`config.mk`:
```
export PLATFORM = sky130hd
export DESIGN_NAME = url_percent_encoder_core
export DESIGN_NICKNAME = d
export VERILOG_FILES = /design/src/rtl/core/upe_pkg.sv /design/src/rtl/core/upe_front.sv /design/src/rtl/core/upe_queue.sv /design/src/rtl/core/upe_back.sv /design/src/rtl/core/url_percent_encoder_core.sv
export VERILOG_INCLUDE_DIRS = /design/src /design/src/rtl/core
export SDC_FILE = /design/constraint.sdc
export NUM_CORES = 1
export LEC_CHECK = 0
export BUFFER_PORTS_ARGS = -buffer_cell sky130_fd_sc_hd__buf_4
export CAP_MARGIN = 20
export CORE_MARGIN = 4
export CORE_UTILIZATION = 50
export DETAILED_ROUTE_END_ITERATION = 8
export GPL_TIMING_DRIVEN = 0
export PLACE_DENSITY = 0.7
export SLEW_MARGIN = 20
export SYNTH_ARGS = -nofsm -noshare
export SYNTH_HDL_FRONTEND = slang
export SYNTH_SLANG_ARGS = --single-unit
```
`constraint.sdc`:
```
create_clock -name clock -period 3.7 [get_ports clock]
set_clock_uncertainty 0.1 [all_clocks]
set_input_delay 0.74 -clock clock [delete_from_list [all_inputs] [get_ports clock]]
set_output_delay 0.74 -clock clock [all_outputs]
set_load 0.02 [all_outputs]
```
`src/rtl/core/url_percent_encoder_core_defines.svh`:
```
// Assertion macros for the URL percent encoder RTL.
`ifndef URL_PERCENT_ENCODER_CORE_DEFINES_SVH
`define URL_PERCENT_ENCODER_CORE_DEFINES_SVH

// Same-cycle implication, sampled on clock, disabled during reset.
`define UPE_ASSERT_IMPLY(label, ante, cons) \
   label: assert property (@(posedge clock) disable iff (reset) (ante) |-> (cons)) \
      else $error("upe assertion failed");

// Next-cycle implication, sampled on clock, disabled during reset.
`define UPE_ASSERT_NEXT(label, ante, cons) \
   label: assert property (@(posedge clock) disable iff (reset) (ante) |=> (cons)) \
      else $error("upe assertion failed");

`endif

```
`src/rtl/core/upe_pkg.sv`:
```
// Types, character codes and helper functions for the URL percent encoder.
package upe_pkg;

   typedef enum logic [2:0] {
      PART_SCHEME       = 3'd0,
      PART_AFTER_SCHEME = 3'd1,
      PART_HOST         = 3'd2,
      PART_PATH         = 3'd3,
      PART_QUERY        = 3'd4,
      PART_FRAGMENT     = 3'd5
   } url_part_type;

   // Emitter phase within a percent escape.
   typedef enum logic [1:0] {
      PH_PCT = 2'd0,
      PH_HI  = 2'd1,
      PH_LO  = 2'd2
   } emit_phase_type;

   // Work queued between classifier and emitter.
   typedef struct packed {
      logic [7:0] data;
      logic       escape;
   } cmd_type;

   localparam int QUEUE_DEPTH = 2;

   localparam logic [7:0] CH_SLASH   = 8'h2F;
   localparam logic [7:0] CH_AMP     = 8'h26;
   localparam logic [7:0] CH_EQUAL   = 8'h3D;
   localparam logic [7:0] CH_PERCENT = 8'h25;
   localparam logic [7:0] CH_DASH    = 8'h2D;
   localparam logic [7:0] CH_UNDER   = 8'h5F;
   localparam logic [7:0] CH_DOT     = 8'h2E;
   localparam logic [7:0] CH_TILDE   = 8'h7E;
   localparam logic [7:0] CH_QUEST   = 8'h3F;
   localparam logic [7:0] CH_HASH    = 8'h23;
   localparam logic [7:0] CH_ZERO    = 8'h30;
   localparam logic [7:0] CH_NINE    = 8'h39;
   localparam logic [7:0] CH_UP_A    = 8'h41;
   localparam logic [7:0] CH_UP_Z    = 8'h5A;
   localparam logic [7:0] CH_LO_A    = 8'h61;
   localparam logic [7:0] CH_LO_Z    = 8'h7A;

   function automatic logic is_unreserved(logic [7:0] b);
      return b inside {[CH_ZERO:CH_NINE], [CH_UP_A:CH_UP_Z], [CH_LO_A:CH_LO_Z],
                       CH_DASH, CH_UNDER, CH_DOT, CH_TILDE};
   endfunction

   // Uppercase hex digit for one nibble.
   function automatic logic [7:0] hex_digit(logic [3:0] n);
      logic [7:0] ext;
      ext = {4'h0, n};
      if (n < 4'd10) begin
         return CH_ZERO + ext;
      end
      return CH_UP_A - 8'd10 + ext;
   endfunction

endpackage

```
`src/rtl/core/upe_front.sv`:
```
// Front end: accepts input bytes, tracks the URL part and decides escaping.
module upe_front (
   input  logic             clock,
   input  logic             reset,
   input  logic             req_valid,
   output logic             req_stall,
   input  logic [7:0]       req_in_byte,
   input  logic             req_start_of_url,
   output logic             push_valid,
   input  logic             push_ready,
   output upe_pkg::cmd_type push_cmd
);

   upe_pkg::url_part_type part_ff;
   upe_pkg::url_part_type part_in;
   upe_pkg::url_part_type cur_part;
   upe_pkg::url_part_type next_part;
   logic                  escape;
   logic                  unres;
   logic                  accept;

   assign req_stall  = !push_ready;
   assign accept     = req_valid && push_ready;
   assign push_valid = req_valid;
   assign unres      = upe_pkg::is_unreserved(req_in_byte);

   always_comb begin
      cur_part  = req_start_of_url ? upe_pkg::PART_SCHEME : part_ff;
      next_part = cur_part;
      escape    = 1'b0;
      case (cur_part)
         upe_pkg::PART_SCHEME, upe_pkg::PART_AFTER_SCHEME, upe_pkg::PART_HOST: begin
            if (req_in_byte == upe_pkg::CH_SLASH) begin
               next_part = upe_pkg::url_part_type'(cur_part + 3'd1);
            end
         end
         upe_pkg::PART_PATH: begin
            if (req_in_byte == upe_pkg::CH_QUEST) begin
               next_part = upe_pkg::PART_QUERY;
            end else begin
               escape = !(unres || req_in_byte == upe_pkg::CH_SLASH);
            end
         end
         upe_pkg::PART_QUERY: begin
            if (req_in_byte == upe_pkg::CH_HASH) begin
               next_part = upe_pkg::PART_FRAGMENT;
            end else begin
               escape = !(unres || req_in_byte == upe_pkg::CH_AMP ||
                          req_in_byte == upe_pkg::CH_EQUAL);
            end
         end
         default: begin
            escape = !unres;
         end
      endcase
   end

   assign push_cmd.data   = req_in_byte;
   assign push_cmd.escape = escape;
   assign part_in         = accept ? next_part : part_ff;

   always_ff @(posedge clock) begin
      if (reset) begin
         part_ff <= upe_pkg::PART_SCHEME;
      end else begin
         part_ff <= part_in;
      end
   end

endmodule

```
`src/rtl/core/upe_queue.sv`:
```
// Small FIFO of classified bytes between front and back end.
module upe_queue #(
   parameter int QueueDepth = upe_pkg::QUEUE_DEPTH  // at least 2
) (
   input  logic             clock,
   input  logic             reset,
   input  logic             push_valid,
   output logic             push_ready,
   input  upe_pkg::cmd_type push_cmd,
   output logic             pop_valid,
   input  logic             pop_ready,
   output upe_pkg::cmd_type pop_cmd
);

   localparam int PtrW = $clog2(QueueDepth);
   localparam int CntW = $clog2(QueueDepth + 1);
   localparam logic [PtrW-1:0] LastPtr = PtrW'(QueueDepth - 1);
   localparam logic [CntW-1:0] FullCnt = CntW'(QueueDepth);

   upe_pkg::cmd_type mem [QueueDepth];
   upe_pkg::cmd_type head_ff;
   logic [PtrW-1:0]  wr_ptr_ff, wr_ptr_in;
   logic [PtrW-1:0]  rd_ptr_ff, rd_ptr_in;
   logic [CntW-1:0]  count_ff, count_in;
   logic             push, pop;

   assign push_ready = (count_ff != FullCnt);
   assign pop_valid  = (count_ff != '0);
   assign push       = push_valid && push_ready;
   assign pop        = pop_valid && pop_ready;
   assign pop_cmd    = head_ff;

   always_comb begin
      wr_ptr_in = wr_ptr_ff;
      rd_ptr_in = rd_ptr_ff;
      count_in  = count_ff;
      if (push) begin
         wr_ptr_in = (wr_ptr_ff == LastPtr) ? '0 : wr_ptr_ff + 1'b1;
      end
      if (pop) begin
         rd_ptr_in = (rd_ptr_ff == LastPtr) ? '0 : rd_ptr_ff + 1'b1;
      end
      if (push && !pop) begin
         count_in = count_ff + 1'b1;
      end else if (pop && !push) begin
         count_in = count_ff - 1'b1;
      end
   end

   always_ff @(posedge clock) begin
      if (reset) begin
         wr_ptr_ff <= '0;
         rd_ptr_ff <= '0;
         count_ff  <= '0;
      end else begin
         wr_ptr_ff <= wr_ptr_in;
         rd_ptr_ff <= rd_ptr_in;
         count_ff  <= count_in;
      end
   end

   // head follows the next read slot; a write into that slot passes straight through
   always_ff @(posedge clock) begin
      if (push) begin
         mem[wr_ptr_ff] <= push_cmd;
      end
      if (push && wr_ptr_ff == rd_ptr_in) begin
         head_ff <= push_cmd;
      end else begin
         head_ff <= mem[rd_ptr_in];
      end
   end

endmodule

```
`src/rtl/core/upe_back.sv`:
```
// Back end: emits a byte as-is or as a three-byte percent escape.
`include "url_percent_encoder_core_defines.svh"

module upe_back (
   input  logic             clock,
   input  logic             reset,
   input  logic             pop_valid,
   output logic             pop_ready,
   input  upe_pkg::cmd_type pop_cmd,
   output logic             rsp_valid,
   input  logic             rsp_stall,
   output logic [7:0]       rsp_out_byte,
   output logic             rsp_run_last
);

   upe_pkg::cmd_type       cmd_ff, cmd_in;
   logic                   busy_ff, busy_in;
   upe_pkg::emit_phase_type phase_ff, phase_in;
   logic                   fire, done;

   assign rsp_valid    = busy_ff;
   assign rsp_run_last = !cmd_ff.escape || (phase_ff == upe_pkg::PH_LO);
   assign fire         = busy_ff && !rsp_stall;
   assign done         = fire && rsp_run_last;
   assign pop_ready    = !busy_ff || done;

   always_comb begin
      case (phase_ff)
         upe_pkg::PH_PCT: rsp_out_byte = upe_pkg::CH_PERCENT;
         upe_pkg::PH_HI:  rsp_out_byte = upe_pkg::hex_digit(cmd_ff.data[7:4]);
         default:         rsp_out_byte = upe_pkg::hex_digit(cmd_ff.data[3:0]);
      endcase
      if (!cmd_ff.escape) begin
         rsp_out_byte = cmd_ff.data;
      end
   end

   always_comb begin
      cmd_in   = cmd_ff;
      phase_in = phase_ff;
      busy_in  = busy_ff;
      if (pop_valid && pop_ready) begin
         cmd_in   = pop_cmd;
         phase_in = upe_pkg::PH_PCT;
         busy_in  = 1'b1;
      end else if (done) begin
         busy_in  = 1'b0;
      end else if (fire) begin
         phase_in = upe_pkg::emit_phase_type'(phase_ff + 2'd1);
      end
   end

   always_ff @(posedge clock) begin
      if (reset) begin
         busy_ff  <= 1'b0;
         phase_ff <= upe_pkg::PH_PCT;
      end else begin
         busy_ff  <= busy_in;
         phase_ff <= phase_in;
      end
   end

   always_ff @(posedge clock) begin
      cmd_ff <= cmd_in;
   end

   `UPE_ASSERT_IMPLY(a_plain_single_phase, busy_ff && !cmd_ff.escape, phase_ff == upe_pkg::PH_PCT)
   `UPE_ASSERT_IMPLY(a_phase_in_range, busy_ff, phase_ff != 2'd3)
   `UPE_ASSERT_NEXT(a_escape_advances, fire && !rsp_run_last,
      busy_ff && phase_ff == $past(phase_ff) + 2'd1)
   `UPE_ASSERT_NEXT(a_no_load_mid_escape, busy_ff && !rsp_run_last,
      $stable(cmd_ff))

endmodule

```
`src/rtl/core/url_percent_encoder_core.sv`:
```
// URL percent encoder: one input byte in, one or three encoded bytes out.
//
// Input channel (req_): one raw URL byte per transaction; req_start_of_url
// restarts the part tracker at the scheme before that byte is classified.
// Output channel (rsp_): one encoded byte per transaction; rsp_run_last marks
// the final byte produced for an input byte.
// Both channels: a transaction completes on a clock edge with valid high and
// stall low.
// Path: with the pipe empty, an input byte is classified into the queue, then
// loaded into the emitter, whose register drives the first output byte.
// Throughput: the emitter sends one byte per cycle while rsp_stall is low, a
// plain byte as one output byte and an escaped byte as three; the queue (two
// entries by default) lets new bytes arrive while an escape is still going out.
// Reset (synchronous, active high) empties the queue and the emitter and
// returns the tracker to the scheme part.
// When rsp_stall is high the current output byte holds; the queue fills and
// req_stall rises once it is full.
module url_percent_encoder_core #(
   parameter int QueueDepth = upe_pkg::QUEUE_DEPTH
) (
   input  logic       clock,
   input  logic       reset,
   input  logic       req_valid,
   output logic       req_stall,
   input  logic [7:0] req_in_byte,
   input  logic       req_start_of_url,
   output logic       rsp_valid,
   input  logic       rsp_stall,
   output logic [7:0] rsp_out_byte,
   output logic       rsp_run_last
);

   logic             push_valid, push_ready;
   upe_pkg::cmd_type push_cmd;
   logic             pop_valid, pop_ready;
   upe_pkg::cmd_type pop_cmd;

   upe_front u_front (
      .clock            (clock),
      .reset            (reset),
      .req_valid        (req_valid),
      .req_stall        (req_stall),
      .req_in_byte      (req_in_byte),
      .req_start_of_url (req_start_of_url),
      .push_valid       (push_valid),
      .push_ready       (push_ready),
      .push_cmd         (push_cmd)
   );

   upe_queue #(
      .QueueDepth (QueueDepth)
   ) u_queue (
      .clock      (clock),
      .reset      (reset),
      .push_valid (push_valid),
      .push_ready (push_ready),
      .push_cmd   (push_cmd),
      .pop_valid  (pop_valid),
      .pop_ready  (pop_ready),
      .pop_cmd    (pop_cmd)
   );

   upe_back u_back (
      .clock        (clock),
      .reset        (reset),
      .pop_valid    (pop_valid),
      .pop_ready    (pop_ready),
      .pop_cmd      (pop_cmd),
      .rsp_valid    (rsp_valid),
      .rsp_stall    (rsp_stall),
      .rsp_out_byte (rsp_out_byte),
      .rsp_run_last (rsp_run_last)
   );

endmodule
```
After elaboration in Yosys (flattened, before gate mapping)
Memories as Yosys holds them, arrays and structs flattened. A register that Yosys moved wholly into a read port is not among the register bits.
Index checks and enable logic that the tools add are counted.
- register bits: 19
- bits in latches: 0
- memory bits (writable): 18
- memory bits (read-only): 0
- bits of input ports: 13
- output and inout bits: 11
- word-level logic and storage cells: 104
- memories: 1
- memories (name ; depth ; bits a word ; rd ports ; clocked after Yosys merged registers in ; write ports ; RTL line ; source):
    u_queue.mem ; 2 ; 9 ; 1 ; 1 ; 1 ; upe_queue.sv:20 ; upe_pkg::cmd_type mem [QueueDepth];
- add/sub/neg operators: 10
- multipliers: 0
- divide/modulo/power cells: 0
- magnitude comparators: 8
- equal/unequal tests: 16
- shift operators: 0
- muxes and demuxes: 27
- bitwise logic cells: 1
- reductions and logical operators: 33
- operators by type and width (cell ; number):
    $eq A8 B6 Y1 const B ; 7
    $mux W8 ; 5
    $add A6 B4 Y7 const A ; 4
    $eq A8 B7 Y1 const B ; 2
    $ge A8 B7 Y1 const B ; 2
    $le A8 B7 Y1 const B ; 2
    $pmux W8 S2 ; 1
    $mux W1 ; 13
    $mux W3 ; 4
    $logic_and A1 B1 Y1 ; 9
    $logic_not A1 Y1 ; 9
    $pmux W3 S3 ; 1
    $ge A8 B6 Y1 const B ; 1
    $le A8 B6 Y1 const B ; 1
    $lt A4 B4 Y1 const B ; 2
    $reduce_bool A7 Y1 ; 1
    $eq A3 B2 Y1 const B ; 2
    $reduce_bool A2 Y1 ; 3
    $logic_or A1 B1 Y1 ; 5
    $add A2 B1 Y2 const B ; 2
    $mux W2 ; 2
    $reduce_or A2 Y1 ; 2
    $add A3 B1 Y3 const B ; 1
    $eq A3 B1 Y1 const B ; 1
    other kinds (12) ; 13

Depth between registers and ports, before layout
- word-level depth: 8
- depth in mapped cells: 9
- depth with buffers taken out: 9

Modules after synthesis
Synthesis repeated with hierarchy kept, for this count alone.
- cells, all modules: 211
- area, all modules: 2245.9 µm²
- by module, submodules not included (module ; instances ; cells an instance ; area each (µm²) ; seq. area each (µm²)):
    upe_queue ; 1 ; 51 ; 879.6 ; 640.6
    upe_back ; 1 ; 78 ; 757.0 ; 330.3
    upe_front ; 1 ; 82 ; 609.3 ; 60.1

Worst setup path after synthesis
Ideal clock, no wire load.
- kind: input-to-reg
- start: in req_start_of_url
- end: reg u_front.part_ff[0]
- library setup time: 0.125 ns
- arrival time: 2.133 ns
- required time: 3.475 ns
- path slack: 1.342 ns
- cell stages on the path: 8
- buffers on the path: 0
- cell sequence: nand2b_1 -> inv_1 -> ha_1 -> or2_0 -> o21ai_1 -> mux2_2 -> o21ai_1 -> a211oi_1
- word-level cells in the longest chain between the ends: 4
- elaborated cells on any way between the ends: 12
- those cells by class: add/sub (1); eq/ne (4); mux (5); reduce/logical (2)
- ends and longest elaborated chain (item ; RTL line ; source):
    start: declaration ; url_percent_encoder_core.sv:26 ; input logic req_start_of_url,
    $mux W3 (*) ; upe_front.sv:28 ; cur_part = req_start_of_url ? upe_pkg::PART_SCHEME : part_ff;
    $add A3 B1 Y3 (tied with other cells) ; upe_front.sv:34 ; next_part = upe_pkg::url_part_type'(cur_part + 3'd1);
    $mux W3 or $reduce_or A3 Y1 (tied branches) ; upe_front.sv:33, upe_front.sv:31 ;
    $pmux W3 S3 (*) ; upe_front.sv:31 ; case (cur_part)
    end signal: assignment ; upe_front.sv:64 ; part_ff <= upe_pkg::PART_SCHEME;
    end signal: assignment ; upe_front.sv:66 ; part_ff <= part_in;
    end: declaration ; upe_front.sv:14 ; upe_pkg::url_part_type part_ff;
Every way passes the cells marked *; elsewhere a longest branch is shown, timed or not.
A chain may end at the register's enable or synchronous reset.

Worst setup path after layout
- start: reg u_back.cmd_ff[3] (netlist bit)
- end: out rsp_out_byte[0]
- word-level cells in the longest chain between the ends: 6
- ends and longest elaborated chain (item ; RTL line ; source):
    start: declaration ; upe_back.sv:16 ; upe_pkg::cmd_type cmd_ff, cmd_in;
    start signal: assignment ; upe_back.sv:64 ; cmd_ff <= cmd_in;
    $lt A4 B4 Y1 ; upe_pkg.sv:54 ; if (n < 4'd10) begin
    $mux W1 ; upe_pkg.sv:54 ;
    $mux W1 ; upe_back.sv:28 ; case (phase_ff)
    $mux W8 ; upe_pkg.sv:57 ; return CH_UP_A - 8'd10 + ext;
    $pmux W8 S2 ; upe_back.sv:28 ;
    $mux W8 ; upe_back.sv:33 ; if (!cmd_ff.escape) begin
    end: declaration ; url_percent_encoder_core.sv:29 ; output logic [7:0] rsp_out_byte,
No other way between the ends. The select of a mux whose other input is x is not followed.

==> flow_metrics.py <==
metrics = {
    "outcome": {
        "status": "completed",
    },
    "place": {
        "place_inst": 281,
        "dpl.hpwl_microns": 2742,
        "gp_congestion": 0.9009,
        "numPortBuffers": 23,
        "pre_cts_ws_ns": 1.072,
    },
    "finish": {
        "layout.cells.non_filler": 289,
        "final_cell_mix": "edfxtp_1, buf_4, inv_1, a21oi_1, nor2_1",
        "diodes": 0,
        "final_common_cell": "edfxtp_1",
        "drive_above_1_share_pct": 20.92,
        "nets": 262,
        "syn2layout_area_growth_pct": 14.75,
    },
    "detailed_routing": {
        "vias": 1571,
        "detail_route.wl_per_cell_microns": 12.79,
        "drtAntennaViolNets": 0,
        "via_per_inst": 5.436,
        "routed_wirelength_microns": 3695,
        "dr.first_iter.drc_count": 58,
        "firstDrtPassIters": 4,
        "drc": 0,
    },
    "sta": {
        "layout_setup_ws_ns": 0.9924,
        "tightest_slew_ns": 0.7428,
        "hold_viol": 0,
        "finalSetupViolCount": 0,
        "maxSlewHeadroom_pct": 50.30,
        "setup_tns_ns": 0,
        "rsz0062_at_grt": "false",
        "fmax_mhz": 369.3,
        "fin_crit_sh_pct": 73.18,
        "drv_slew": 0,
        "layout_min_cycle_time_ns": 2.708,
        "hold-worst-slack_ns": 0.3679,
    },
    "logic_synthesis": {
        "netlist_top_cells_area": "edfxtp_1, dfxtp_1, ha_1",
        "synthFlopType": "edfxtp_1",
        "netlist_instances": 208,
        "syn_nets": 232,
        "avgSynthCellArea_sq_um": 10.36,
        "yosys_warnings": 0,
        "ys_types": 48,
        "yosysTopAreaCellShare_pct": 37.63,
        "ys_seq_area_share_pct": 47.85,
        "synth_edf_count": 27,
        "yosys.area.top_type": "edfxtp_1",
        "ys_ff_latch": 38,
        "async_reset_ff_share_pct": 0,
        "syn-cell-area_sq_um": 2155,
    },
    "global_routing": {
        "grt_start_max_net_pins": 13,
        "grt_usage_pct": 15.44,
        "antenna_found_initial": 0,
        "overflow": 0,
        "grt_pass1_vias": 1518,
        "grt_pass1_wl_microns": 6610,
    },
    "power": {
        "total_power_mw": 1.590,
        "peakVddDrop_mv": 0.2066,
        "leakage_nw": 0.9868,
        "p_per_area_nw_per_um2": 643.2,
    },
    "worst_hold_path": {
        "hold_start": "u_queue.rd_ptr_ff",
        "hp-class": "reg2reg",
        "holdPathStages": 1,
    },
    "cts": {
        "post-cts-setup-buffers": 0,
        "clk_latency_ns": 0.28,
        "root_buffer": "clkbuf_8",
        "cts_sinks": 38,
        "clock_path_buffers": 2,
        "clk_pin_slew_ns": 0.07,
        "cts_tree": "done",
        "cts_hold_buf": 0,
        "cts_resized": 0,
        "cts_made_buffers": 5,
        "htree_levels": 2,
    },
    "critical_path": {
        "cp_slowest_cell": "edfxtp_1",
        "rr_endpoint": "u_front.part_ff[0]",
        "crit_start": "u_back.cmd_ff[3]",
        "cp_max_fo": 5,
        "worstPathCellList": "o21ai_0 -> nor2_1 -> a32o_1 -> a21oi_1 -> o22a_1 -> buf_4",
        "r2r_slack_ns": 1.57,
        "reg2regPathDepth": 7,
        "startpoint_type": "flip-flop",
        "cp.arrival_ns": 1.87,
        "r2r-start": "u_front.part_ff[2]",
        "cpLargestDelayFamily": "compound AO/OA/AOI/OAI gates",
        "max_stage_delay_ns": 0.45,
        "endpoint_kind": "primary output",
        "critPathKind": "reg2out",
        "critical_path_buf_inv_count": 1,
        "cp.required_ns": 2.86,
    },
    "floorplan": {
        "start_util_pct": 52.73,
        "die_w_microns": 73.65,
        "dieArea_sq_um": 5424,
        "fp.coreArea_sq_um": 4086,
        "die_y_microns": 73.65,
        "io_pins": 24,
        "rows": 23,
    },
    "flow_run": {
        "maxCapViolCount": 0,
    },
}
## synth_stat cells (all sizes together), types with 5 or more instances
cell type,n
edfxtp,27
a31oi,5
nor2,13
mux2,10
nand2,11
inv,17
dfxtp,11
ha,11
o21ai,14
buf,5
nor2b,6
nor3,8
a21oi,13
## state kept, by name, indices dropped and copies added, names as in the netlist, named ones only
| signal | flops |
|---|---|
| u_back.cmd_ff | 9 |
| u_back.phase_ff | 2 |
| u_back.rsp_valid | 1 |
| u_front.part_ff | 3 |
| u_queue.count_ff | 2 |
| u_queue.mem | 18 |
| u_queue.rd_ptr_ff | 1 |
| u_queue.wr_ptr_ff | 1 |
## cells by family after synthesis
group / after synthesis / synth area share (%)
and+or+nand+nor: 62 / 15.27
AOI/OAI and AO/OA: 54 / 16.32
adders and majority gates: 11 / 6.388
buffers and inverters: 25 / 5.633
xor gates and xnor gates: 7 / 2.846
DFF: 38 / 47.85
muxes: 11 / 5.691
## worst max path at each step
stage                                     to  slack (ns)  depth (start not counted)
after CTS                    rsp_out_byte[0]        1.00                          6
after global routing         rsp_out_byte[5]        0.80                          7
after floorplan           u_front.part_ff[0]        1.34                          8
after global placement    u_front.part_ff[0]        1.08                          9
final                        rsp_out_byte[0]        0.99                          6
after detailed placement  u_front.part_ff[0]        1.07                          9
## layout make-up
| type | instances | area [sq um] |
|---|---|---|
| fill | 379 | 1614 |
| sequential | 38 | 1031 |
| multi-input combinational | 145 | 1002 |
| timing repair buffer | 23 | 172.7 |
| clock buffer | 6 | 72.57 |
| inverter | 17 | 63.81 |
| tap | 50 | 62.56 |
| buffer | 8 | 57.56 |
| clock inverter | 2 | 10.01 |
## routing by layer
metal | routed length [microns] | track usage (%) | vias up
met5 | 0 | 0 | -
met4 | 26 | 5.433 | 0
met3 | 123 | 2.873 | 2
met2 | 1894 | 26.28 | 26
met1 | 1652 | 19.54 | 716
li1 | - | - | 827
## metrics by stage
stage	util [%]	cell area, sq um
final	60.50	2472
after global routing	60.50	2472
after CTS	60.50	2472
after detailed placement	58.48	2390
after global placement	58.48	2390
after floorplan	-	2155
## worst register-to-register path, stage by stage (launching register included)
cell	delay (ns)
dfxtp_1	0.36
nor2b_1	0.38
inv_1	0.13
ha_1	0.28
or2_2	0.28
mux2_2	0.27
o21ai_1	0.14
a211oi_1	0.08
## power breakdown
group / total [mW] / internal [mW] / leakage, nW / switching [mW]
Sequential: 0.673 / 0.599 / 0.345 / 0.0741
Clock: 0.258 / 0.130 / 0.0450 / 0.128
Combinational: 0.659 / 0.285 / 0.597 / 0.374
No activity file was read; power rests on OpenSTA's default activity.
